## config.mk

```make
export PLATFORM = sky130hd
export DESIGN_NAME = pt2_lag_step
export DESIGN_NICKNAME = d
export VERILOG_FILES = /design/src/hw/rtl/pt2_pkg.sv /design/src/hw/rtl/pt2_lag_step.sv /design/src/hw/rtl/pt2_div.sv
export SDC_FILE = /design/constraint.sdc
export NUM_CORES = 2
export LEC_CHECK = 0
export ABC_AREA = 1
export BUFFER_PORTS_ARGS = -buffer_cell sky130_fd_sc_hd__buf_2
export CAP_MARGIN = 20
export CORE_MARGIN = 5
export CORE_UTILIZATION = 50
export DETAILED_ROUTE_END_ITERATION = 10
export PLACE_DENSITY = 0.69
export SLEW_MARGIN = 15
export SYNTH_ARGS = -nofsm -noshare
export SYNTH_HDL_FRONTEND = slang
export SYNTH_SLANG_ARGS = --single-unit
```

## constraint.sdc

```tcl
create_clock -name clk -period 11 [get_ports clk]
set_clock_uncertainty 0.1 [all_clocks]
set_input_delay 0.55 -clock clk [delete_from_list [all_inputs] [get_ports clk]]
set_output_delay 0.55 -clock clk [all_outputs]
set_load 0.1 [all_outputs]
```

## src/hw/rtl/pt2_pkg.sv

```systemverilog
// Shared types, constants and saturation helper for the PT2 lag step block.
// Used by pt2_div and pt2_lag_step; depends on nothing else.
`default_nettype none

package pt2_pkg;

    localparam int DATA_W            = 32;
    localparam int DT_W              = 31;
    localparam int NUM_W             = 33;
    localparam int CFG_IDX_W         = 2;
    localparam int FRAC_BITS_DEFAULT = 16;

    typedef logic signed [DATA_W-1:0] q_t;

    localparam logic signed [63:0] WIDE_MAX = 64'sd2147483647;
    localparam logic signed [63:0] WIDE_MIN = -64'sd2147483648;

    localparam logic OP_STEP = 1'b0;
    localparam logic OP_INIT = 1'b1;

    typedef enum logic [CFG_IDX_W-1:0] {
        REG_TIME_CONSTANT  = 2'd0,
        REG_DAMPING        = 2'd1,
        REG_GAIN           = 2'd2,
        REG_VELOCITY_LIMIT = 2'd3
    } cfg_reg_t;

    typedef enum logic [1:0] {
        STATUS_OK      = 2'd0,
        STATUS_ZERO_T  = 2'd1,
        STATUS_ZERO_DT = 2'd2
    } status_t;

    typedef struct packed {
        logic            opcode;
        q_t              goal_value;
        logic [DT_W-1:0] time_step;
        q_t              start_position;
        q_t              start_velocity;
    } item_t;

    typedef struct packed {
        q_t         position;
        q_t         velocity;
        q_t         acceleration;
        logic       is_initialized;
        logic [1:0] status;
    } result_t;

    function automatic q_t sat_q(input logic signed [63:0] v);
        q_t r;
        if (v > WIDE_MAX) begin
            r = WIDE_MAX[DATA_W-1:0];
        end
        else if (v < WIDE_MIN) begin
            r = WIDE_MIN[DATA_W-1:0];
        end
        else begin
            r = v[DATA_W-1:0];
        end
        return r;
    endfunction

endpackage

`default_nettype wire

```

## src/hw/rtl/pt2_lag_step.sv

```systemverilog
// Top level of the PT2 second-order lag step block: sequencer, registers and
// shared multiplier. Depends on pt2_pkg and pt2_div.
//
// A step item runs through one shared 32x32 multiplier (its product is registered)
// and one restoring divider that yields a quotient bit per cycle, so the rate
// is set by the divider. An initialize item uses the multiplier only, and an
// item rejected for a zero time constant or zero time step goes straight to
// the output state. The input is stalled while an item is in work; a finished
// result sits in an output register, so the next item is accepted while that
// result waits to be taken.
`default_nettype none

module pt2_lag_step
    import pt2_pkg::*;
#(
    parameter int FRAC_BITS = FRAC_BITS_DEFAULT
)
(
    input  wire logic                 clk,
    input  wire logic                 rst_n,
    input  wire logic                 cfg_write,
    input  wire logic [CFG_IDX_W-1:0] cfg_index,
    input  wire logic [DATA_W-1:0]    cfg_data,
    input  wire logic                 item_valid,
    output      logic                 item_stall,
    input  wire item_t                item,
    output      logic                 result_valid,
    input  wire logic                 result_stall,
    output      result_t              result
);

    localparam q_t ONE_Q = 32'sd1 <<< FRAC_BITS;

    typedef enum logic [11:0] {
        S_IDLE  = 12'b0000_0000_0001,
        S_MAXV  = 12'b0000_0000_0010,
        S_G     = 12'b0000_0000_0100,
        S_DY    = 12'b0000_0000_1000,
        S_KG    = 12'b0000_0001_0000,
        S_DX    = 12'b0000_0010_0000,
        S_GE    = 12'b0000_0100_0000,
        S_YD    = 12'b0000_1000_0000,
        S_INNER = 12'b0001_0000_0000,
        S_ACC   = 12'b0010_0000_0000,
        S_INIT  = 12'b0100_0000_0000,
        S_OUT   = 12'b1000_0000_0000
    } state_t;

    state_t  state_reg;
    logic    phase_reg;
    item_t   item_reg;
    status_t status_reg;

    q_t t_reg;
    q_t d_reg;
    q_t k_reg;
    q_t v_reg;

    q_t   inner_reg;
    q_t   pos_reg;
    q_t   vel_reg;
    q_t   acc_reg;
    logic init_reg;

    q_t maxv_reg;
    q_t g_reg;
    q_t dy_reg;
    q_t kg_reg;
    q_t e_reg;
    q_t xn_reg;
    q_t ydn_reg;

    logic signed [63:0] prod_reg;
    logic               result_valid_reg;
    result_t            result_reg;

    q_t                 mul_a;
    q_t                 mul_b;
    q_t                 qm;
    q_t                 dt_q;
    q_t                 twice_dx;
    q_t                 e_next;
    q_t                 xn_next;
    q_t                 pos_next;
    logic               div_start;
    logic               div_done;
    q_t                 div_quo;
    logic signed [NUM_W-1:0] div_num;
    q_t                 div_den;

    assign dt_q = {1'b0, item_reg.time_step};

    always_comb
    begin
        case (state_reg)
            S_MAXV:
            begin
                mul_a = dt_q;
                mul_b = v_reg;
            end
            S_DY:
            begin
                mul_a = g_reg;
                mul_b = inner_reg;
            end
            S_KG:
            begin
                mul_a = k_reg;
                mul_b = item_reg.goal_value;
            end
            S_DX:
            begin
                mul_a = d_reg;
                mul_b = inner_reg;
            end
            S_GE:
            begin
                mul_a = g_reg;
                mul_b = e_reg;
            end
            S_INNER:
            begin
                mul_a = ydn_reg;
                mul_b = t_reg;
            end
            S_INIT:
            begin
                mul_a = t_reg;
                mul_b = item_reg.start_velocity;
            end
            default:
            begin
                mul_a = '0;
                mul_b = '0;
            end
        endcase
    end

    always_comb
    begin
        case (state_reg)
            S_G:
            begin
                div_num = {2'b00, item_reg.time_step};
                div_den = t_reg;
            end
            S_YD:
            begin
                div_num = {xn_reg[DATA_W-1], xn_reg};
                div_den = t_reg;
            end
            S_ACC:
            begin
                div_num = {ydn_reg[DATA_W-1], ydn_reg} - {vel_reg[DATA_W-1], vel_reg};
                div_den = dt_q;
            end
            default:
            begin
                div_num = '0;
                div_den = t_reg;
            end
        endcase
        div_start = !phase_reg && (state_reg == S_G || state_reg == S_YD
                                   || state_reg == S_ACC);
    end

    always_comb
    begin
        qm       = sat_q(prod_reg >>> FRAC_BITS);
        twice_dx = sat_q({{31{qm[DATA_W-1]}}, qm, 1'b0});
        e_next   = sat_q({{32{kg_reg[DATA_W-1]}}, kg_reg}
                         - {{32{pos_reg[DATA_W-1]}}, pos_reg}
                         - {{32{twice_dx[DATA_W-1]}}, twice_dx});
        xn_next  = sat_q({{32{inner_reg[DATA_W-1]}}, inner_reg}
                         + {{32{qm[DATA_W-1]}}, qm});
        pos_next = sat_q({{32{pos_reg[DATA_W-1]}}, pos_reg}
                         + {{32{dy_reg[DATA_W-1]}}, dy_reg});
    end

    pt2_div #(
        .FRAC_BITS (FRAC_BITS)
    ) u_div (
        .clk   (clk),
        .rst_n (rst_n),
        .start (div_start),
        .num   (div_num),
        .den   (div_den),
        .done  (div_done),
        .quo   (div_quo)
    );

    always_ff @(posedge clk)
    begin
        prod_reg <= mul_a * mul_b;
    end

    always_ff @(posedge clk or negedge rst_n)
    begin
        if (!rst_n)
        begin
            state_reg        <= S_IDLE;
            phase_reg        <= 1'b0;
            result_valid_reg <= 1'b0;
            t_reg            <= ONE_Q;
            d_reg            <= ONE_Q;
            k_reg            <= ONE_Q;
            v_reg            <= 32'sh7FFF_FFFF;
            inner_reg        <= '0;
            pos_reg          <= '0;
            vel_reg          <= '0;
            acc_reg          <= '0;
            init_reg         <= 1'b0;
        end
        else
        begin
            if (cfg_write)
            begin
                case (cfg_reg_t'(cfg_index))
                    REG_TIME_CONSTANT:  t_reg <= cfg_data;
                    REG_DAMPING:        d_reg <= cfg_data;
                    REG_GAIN:           k_reg <= cfg_data;
                    REG_VELOCITY_LIMIT: v_reg <= cfg_data;
                    default:            t_reg <= t_reg;
                endcase
            end

            if (result_valid_reg && !result_stall && state_reg != S_OUT)
            begin
                result_valid_reg <= 1'b0;
            end

            case (state_reg)
                S_IDLE:
                begin
                    phase_reg <= 1'b0;
                    if (item_valid)
                    begin
                        item_reg <= item;
                        if (item.opcode == OP_INIT)
                        begin
                            status_reg <= STATUS_OK;
                            state_reg  <= S_INIT;
                        end
                        else if (t_reg == '0)
                        begin
                            status_reg <= STATUS_ZERO_T;
                            state_reg  <= S_OUT;
                        end
                        else if (item.time_step == '0)
                        begin
                            status_reg <= STATUS_ZERO_DT;
                            state_reg  <= S_OUT;
                        end
                        else
                        begin
                            status_reg <= STATUS_OK;
                            state_reg  <= S_MAXV;
                        end
                    end
                end
                S_MAXV:
                begin
                    phase_reg <= !phase_reg;
                    if (phase_reg)
                    begin
                        maxv_reg  <= qm;
                        state_reg <= S_G;
                    end
                end
                S_G:
                begin
                    if (!phase_reg)
                    begin
                        phase_reg <= 1'b1;
                    end
                    else if (div_done)
                    begin
                        g_reg     <= div_quo;
                        phase_reg <= 1'b0;
                        state_reg <= S_DY;
                    end
                end
                S_DY:
                begin
                    phase_reg <= !phase_reg;
                    if (phase_reg)
                    begin
                        dy_reg    <= (qm < maxv_reg) ? qm : maxv_reg;
                        state_reg <= S_KG;
                    end
                end
                S_KG:
                begin
                    phase_reg <= !phase_reg;
                    if (phase_reg)
                    begin
                        kg_reg    <= qm;
                        state_reg <= S_DX;
                    end
                end
                S_DX:
                begin
                    phase_reg <= !phase_reg;
                    if (phase_reg)
                    begin
                        e_reg     <= e_next;
                        state_reg <= S_GE;
                    end
                end
                S_GE:
                begin
                    phase_reg <= !phase_reg;
                    if (phase_reg)
                    begin
                        xn_reg    <= xn_next;
                        state_reg <= S_YD;
                    end
                end
                S_YD:
                begin
                    if (!phase_reg)
                    begin
                        phase_reg <= 1'b1;
                    end
                    else if (div_done)
                    begin
                        ydn_reg   <= (div_quo < v_reg) ? div_quo : v_reg;
                        phase_reg <= 1'b0;
                        state_reg <= S_INNER;
                    end
                end
                S_INNER:
                begin
                    phase_reg <= !phase_reg;
                    if (phase_reg)
                    begin
                        inner_reg <= qm;
                        state_reg <= S_ACC;
                    end
                end
                S_ACC:
                begin
                    if (!phase_reg)
                    begin
                        phase_reg <= 1'b1;
                    end
                    else if (div_done)
                    begin
                        acc_reg   <= div_quo;
                        vel_reg   <= ydn_reg;
                        pos_reg   <= pos_next;
                        phase_reg <= 1'b0;
                        state_reg <= S_OUT;
                    end
                end
                S_INIT:
                begin
                    phase_reg <= !phase_reg;
                    if (phase_reg)
                    begin
                        inner_reg <= qm;
                        pos_reg   <= item_reg.start_position;
                        vel_reg   <= item_reg.start_velocity;
                        init_reg  <= 1'b1;
                        state_reg <= S_OUT;
                    end
                end
                S_OUT:
                begin
                    phase_reg <= 1'b0;
                    if (!result_valid_reg || !result_stall)
                    begin
                        result_reg.position       <= pos_reg;
                        result_reg.velocity       <= vel_reg;
                        result_reg.acceleration   <= acc_reg;
                        result_reg.is_initialized <= init_reg;
                        result_reg.status         <= status_reg;
                        result_valid_reg          <= 1'b1;
                        state_reg                 <= S_IDLE;
                    end
                end
                default:
                begin
                    phase_reg <= 1'b0;
                    state_reg <= S_IDLE;
                end
            endcase
        end
    end

    assign item_stall   = (state_reg != S_IDLE);
    assign result_valid = result_valid_reg;
    assign result       = result_reg;

endmodule

`default_nettype wire

```

## src/hw/rtl/pt2_div.sv

```systemverilog
// Sequential signed fixed-point divider: (num * 2^FRAC_BITS) / den, truncated
// toward zero and saturated to 32 bits. Restoring, one quotient bit per cycle.
// Depends on pt2_pkg.
`default_nettype none

module pt2_div
    import pt2_pkg::*;
#(
    parameter int FRAC_BITS = FRAC_BITS_DEFAULT
)
(
    input  wire logic                    clk,
    input  wire logic                    rst_n,
    input  wire logic                    start,
    input  wire logic signed [NUM_W-1:0] num,
    input  wire q_t                      den,
    output      logic                    done,
    output      q_t                      quo
);

    localparam int NW    = NUM_W + FRAC_BITS;
    localparam int CNT_W = $clog2(NW + 1);

    logic              busy_reg;
    logic              fin_reg;
    logic              done_reg;
    logic              neg_reg;
    logic [CNT_W-1:0]  cnt_reg;
    logic [NW-1:0]     dvd_reg;
    logic [DATA_W-1:0] rem_reg;
    logic [DATA_W-1:0] dmag_reg;
    q_t                quo_reg;

    logic [NUM_W-1:0]  num_mag;
    logic [DATA_W-1:0] den_mag;
    logic [DATA_W:0]   trial;
    logic              fits;
    logic [DATA_W:0]   rem_next;
    logic signed [63:0] quo_wide;

    always_comb
    begin
        num_mag  = num[NUM_W-1] ? NUM_W'(-num) : NUM_W'(num);
        den_mag  = den[DATA_W-1] ? DATA_W'(-den) : DATA_W'(den);
        trial    = {rem_reg, dvd_reg[NW-1]};
        fits     = (trial >= {1'b0, dmag_reg});
        rem_next = fits ? (trial - {1'b0, dmag_reg}) : trial;
        quo_wide = neg_reg ? -$signed({{(64-NW){1'b0}}, dvd_reg})
                           : $signed({{(64-NW){1'b0}}, dvd_reg});
    end

    always_ff @(posedge clk or negedge rst_n)
    begin
        if (!rst_n)
        begin
            busy_reg <= 1'b0;
            fin_reg  <= 1'b0;
            done_reg <= 1'b0;
            cnt_reg  <= '0;
        end
        else
        begin
            fin_reg  <= busy_reg && !start && (cnt_reg == CNT_W'(1));
            done_reg <= fin_reg;
            if (start)
            begin
                busy_reg <= 1'b1;
                cnt_reg  <= CNT_W'(NW);
                dvd_reg  <= {num_mag, {FRAC_BITS{1'b0}}};
                rem_reg  <= '0;
                dmag_reg <= den_mag;
                neg_reg  <= num[NUM_W-1] ^ den[DATA_W-1];
            end
            else if (busy_reg)
            begin
                dvd_reg <= {dvd_reg[NW-2:0], fits};
                rem_reg <= rem_next[DATA_W-1:0];
                cnt_reg <= cnt_reg - CNT_W'(1);
                if (cnt_reg == CNT_W'(1))
                begin
                    busy_reg <= 1'b0;
                end
            end
            if (fin_reg)
            begin
                quo_reg <= sat_q(quo_wide);
            end
        end
    end

    assign done = done_reg;
    assign quo  = quo_reg;

endmodule

`default_nettype wire

```

==> results.toml <==
[worst_setup_path]
critical_path.max_stage_delay_ns = 0.61
rrSetupSlack_ns = 0.63
cp.required_ns = 11.56
critical_path.endpoint = "prod_reg[53]$_DFF_P_"
worst_r2r_endpoint = "prod_reg[53]$_DFF_P_"
crit-reg2reg-launch = "state_reg[3]$_DFFE_PN0P_"
cp.buffers_inverters = 10
slowest_stage = "fa_1"
worst_setup_path_end_kind = "register"
critical_path_peak_fanout = 20
worstSetupPathType = "reg -> reg"
worstSetupPathDepth = 33
crit_start = "state_reg[3]$_DFFE_PN0P_"
critical-path-top-delay-family = "adder cells"
worstSetupStartpointType = "register"
worst_r2r_path_depth = 33
arrival_worst_endpoint_ns = 10.93

[grt]
grt_pass1_vias = 76410
grt_first_pass_wirelength_um = 518800
gr-usage-met1 = 0.4871
grt_max_degree = 79
use_met3 = 0.08018
gr-usage-all-layers = 0.3817
grtUsageMet2 = 0.5874
globalRoute.busiestLayer = "met2"
grt.overflow.total = 0
grt_antenna_before_repair = 14

[detailed_routing]
dr.first_iter.drc_count = 8521
routed_wl_um = 355600
first_pass_iters = 7
drtAntennaViolNets = 0
routedWlPerCell_um = 26.41
detail_route.vias_per_cell = 5.643
routed-via-count = 75978
drc_errors = 0

[cts]
cts_inserted_buffers = 104
post_cts_resized = 0
clock_tree.htree_level_count = 3
clock_tree.root_cell = "clkbuf_16"
post-cts-setup-buffer-count = 0
clkSinkCount = 926
holdBufCountCts = 132
insertion_delay_ns = 0.80
clk_transition_reported_paths_ns = 0.06
cts_tree = "yes"
cts_max_path_buffers = 3

[synth]
yosys_top_cell_area_share = 0.2508
ys_top_cells_by_count = "nand2_1, inv_1, fa_1, nor2_1, o21ai_0"
synthesized_area_um2 = 89170
synth.net_count = 12290
syn-instance-count = 10596
yosys_warnings = 0
synthesis.area_per_instance_um2 = 8.415
leading_register_cell_type_out_of_synthesis = "edfxtp_1"
synth_sequential_area_ratio = 0.2912
synthTopCellsByArea = "fa_1, edfxtp_1, nand2_1"
yosys.cell_count.top_type = "nand2_1"
number_of_flops_mapped_to_enable_cells_by_yosys = 598
synthArstFlopShare = 0.3024
synth_largest_area_cell = "fa_1"
ys_types = 66
ys_seq_elements = 926

[sta]
hold_violations = 0
final.setup.tns_ns = 0
max-slew-margin-rel = 0.1935
min_period_ns = 10.37
max_freq_ghz = 0.09644
final-setup-viol-count = 0
grt_setup_unrepaired = "false"
worst-slew-pin-transition_ns = 1.197
finalMaxSlewViolations = 0
fin_crit_sh = 0.9427

[power]
power_mw = 26.47
worst_ir_drop_vdd_mv = 0.3220
cellPowerDensity_nw_per_um2 = 266.1
power.static_leakage_nw = 48.69

[finish]
nets = 12704
area_growth_pct = 11.56
largest_reg_flops = 99
nFillCells = 16501
drive_gt1_frac = 0.08332
final_util = 0.5593
final_cells = 13465

[worst_hold_path]
worstHoldStart = "cfg_data[10]"
min_path_type = "in -> reg"

[run_status]
run_status = "completed"

[floorplan]
floorplan.core_area_um2 = 177800
chipWidth_um = 432.3
placement_rows = 155
floorplan.die.height_um = 432.3
top_level_port_count = 268
initial_core_util = 0.5014
design.die.area_um2 = 186900

[place]
dp_hpwl_um = 290800
placedCellCount = 13123
placement.io_buffers = 267
gp_congestion = 1.077

[job]
cap_violations = 0
-- stage by stage --
| step | area, µm² | hold slack (ns) | setup slack, ns |
|---|---|---|---|
| after detailed placement | 94400 | 0.3237 | 0.8662 |
| after CTS | 99390 | 0.006049 | 0.8147 |
| after floorplan | 89170 | 0.1544 | 2.412 |
| after global placement | 94400 | 0.3024 | 0.9766 |
| after global routing | 99460 | 0.05383 | 0.1047 |
| final | 99470 | 0.05007 | 0.6307 |
-- cell usage in the layout (no fill, tap or decap), types with 45 or more instances in the layout --
| cell | instances |
|---|---|
| a21oi_1 | 364 |
| buf_2 | 266 |
| buf_4 | 245 |
| clkbuf_16 | 105 |
| dfrtp_1 | 245 |
| dfxtp_1 | 48 |
| dlygate4sd3_1 | 132 |
| edfxtp_1 | 598 |
| fa_1 | 1117 |
| ha_1 | 410 |
| inv_1 | 2110 |
| nand2_1 | 2425 |
| nand3_1 | 286 |
| nand4_1 | 69 |
| nor2_1 | 1066 |
| nor3_1 | 72 |
| o211ai_1 | 52 |
| o21ai_0 | 635 |
| o22ai_1 | 45 |
| xnor2_1 | 65 |
| xor2_1 | 163 |
-- layer usage --
metal / vias up / part of all wire / routed length (µm)
li1: 33681 / - / -
met1: 37630 / 0.38 / 134600
met2: 3726 / 0.45 / 158200
met3: 935 / 0.090 / 32070
met4: 6 / 0.086 / 30660
met5: - / 0.000082 / 29
-- worst min-delay path by stage --
stage | slack (ns) | end | depth (start not counted)
final | 0.05 | t_reg[10]$_DFFE_PN0P_ | 3
after global routing | 0.05 | t_reg[10]$_DFFE_PN0P_ | 3
after CTS | 0.006 | t_reg[10]$_DFFE_PN0P_ | 3
after detailed placement | 0.32 | u_div.done$_DFF_PN0_ | 0
after global placement | 0.30 | result[0]$_DFFE_PP_ | 0
after floorplan | 0.15 | acc_reg[0]$_DFFE_PN0P_ | 0
-- report_power, final --
group | internal, mW | switching, mW | leakage, nW
logic | 5.21 | 11.8 | 37.5
clock network | 2.16 | 1.59 | 1.77
registers | 5.02 | 0.684 | 9.44
total | 12.4 | 14.1 | 48.7
-- tightest hold or removal path: cells and delay by family --
kind                   cells  cell delay [ns]
buffers and inverters      2             0.25
AO/OA/AOI/OAI              1             0.10
-- final cells by class --
class	count	area, µm²	share of cell area
clock inverters	62	859.6	0.008641
clock buffers	136	2814	0.02829
multi-input cells	7176	54060	0.5435
diodes	8	20.02	0.0002013
repair buffers	657	4748	0.04773
flip-flops and latches	926	25970	0.2611
well taps	2355	2947	0.02962
inverters	2145	8051	0.08094
-- kinds of logic after synthesis --
kind of cell    count (synthesis)  share of synthesized area
flops                         926                     0.2912
simple gates                 4057                     0.1826
buf+inv                      2494                     0.1070
compound gates               1331                    0.08426
xor+xnor                      228                    0.02240
mux                            33                   0.004154
fa+ha+maj                    1527                     0.3083
Power figures use the tool's default switching activity.
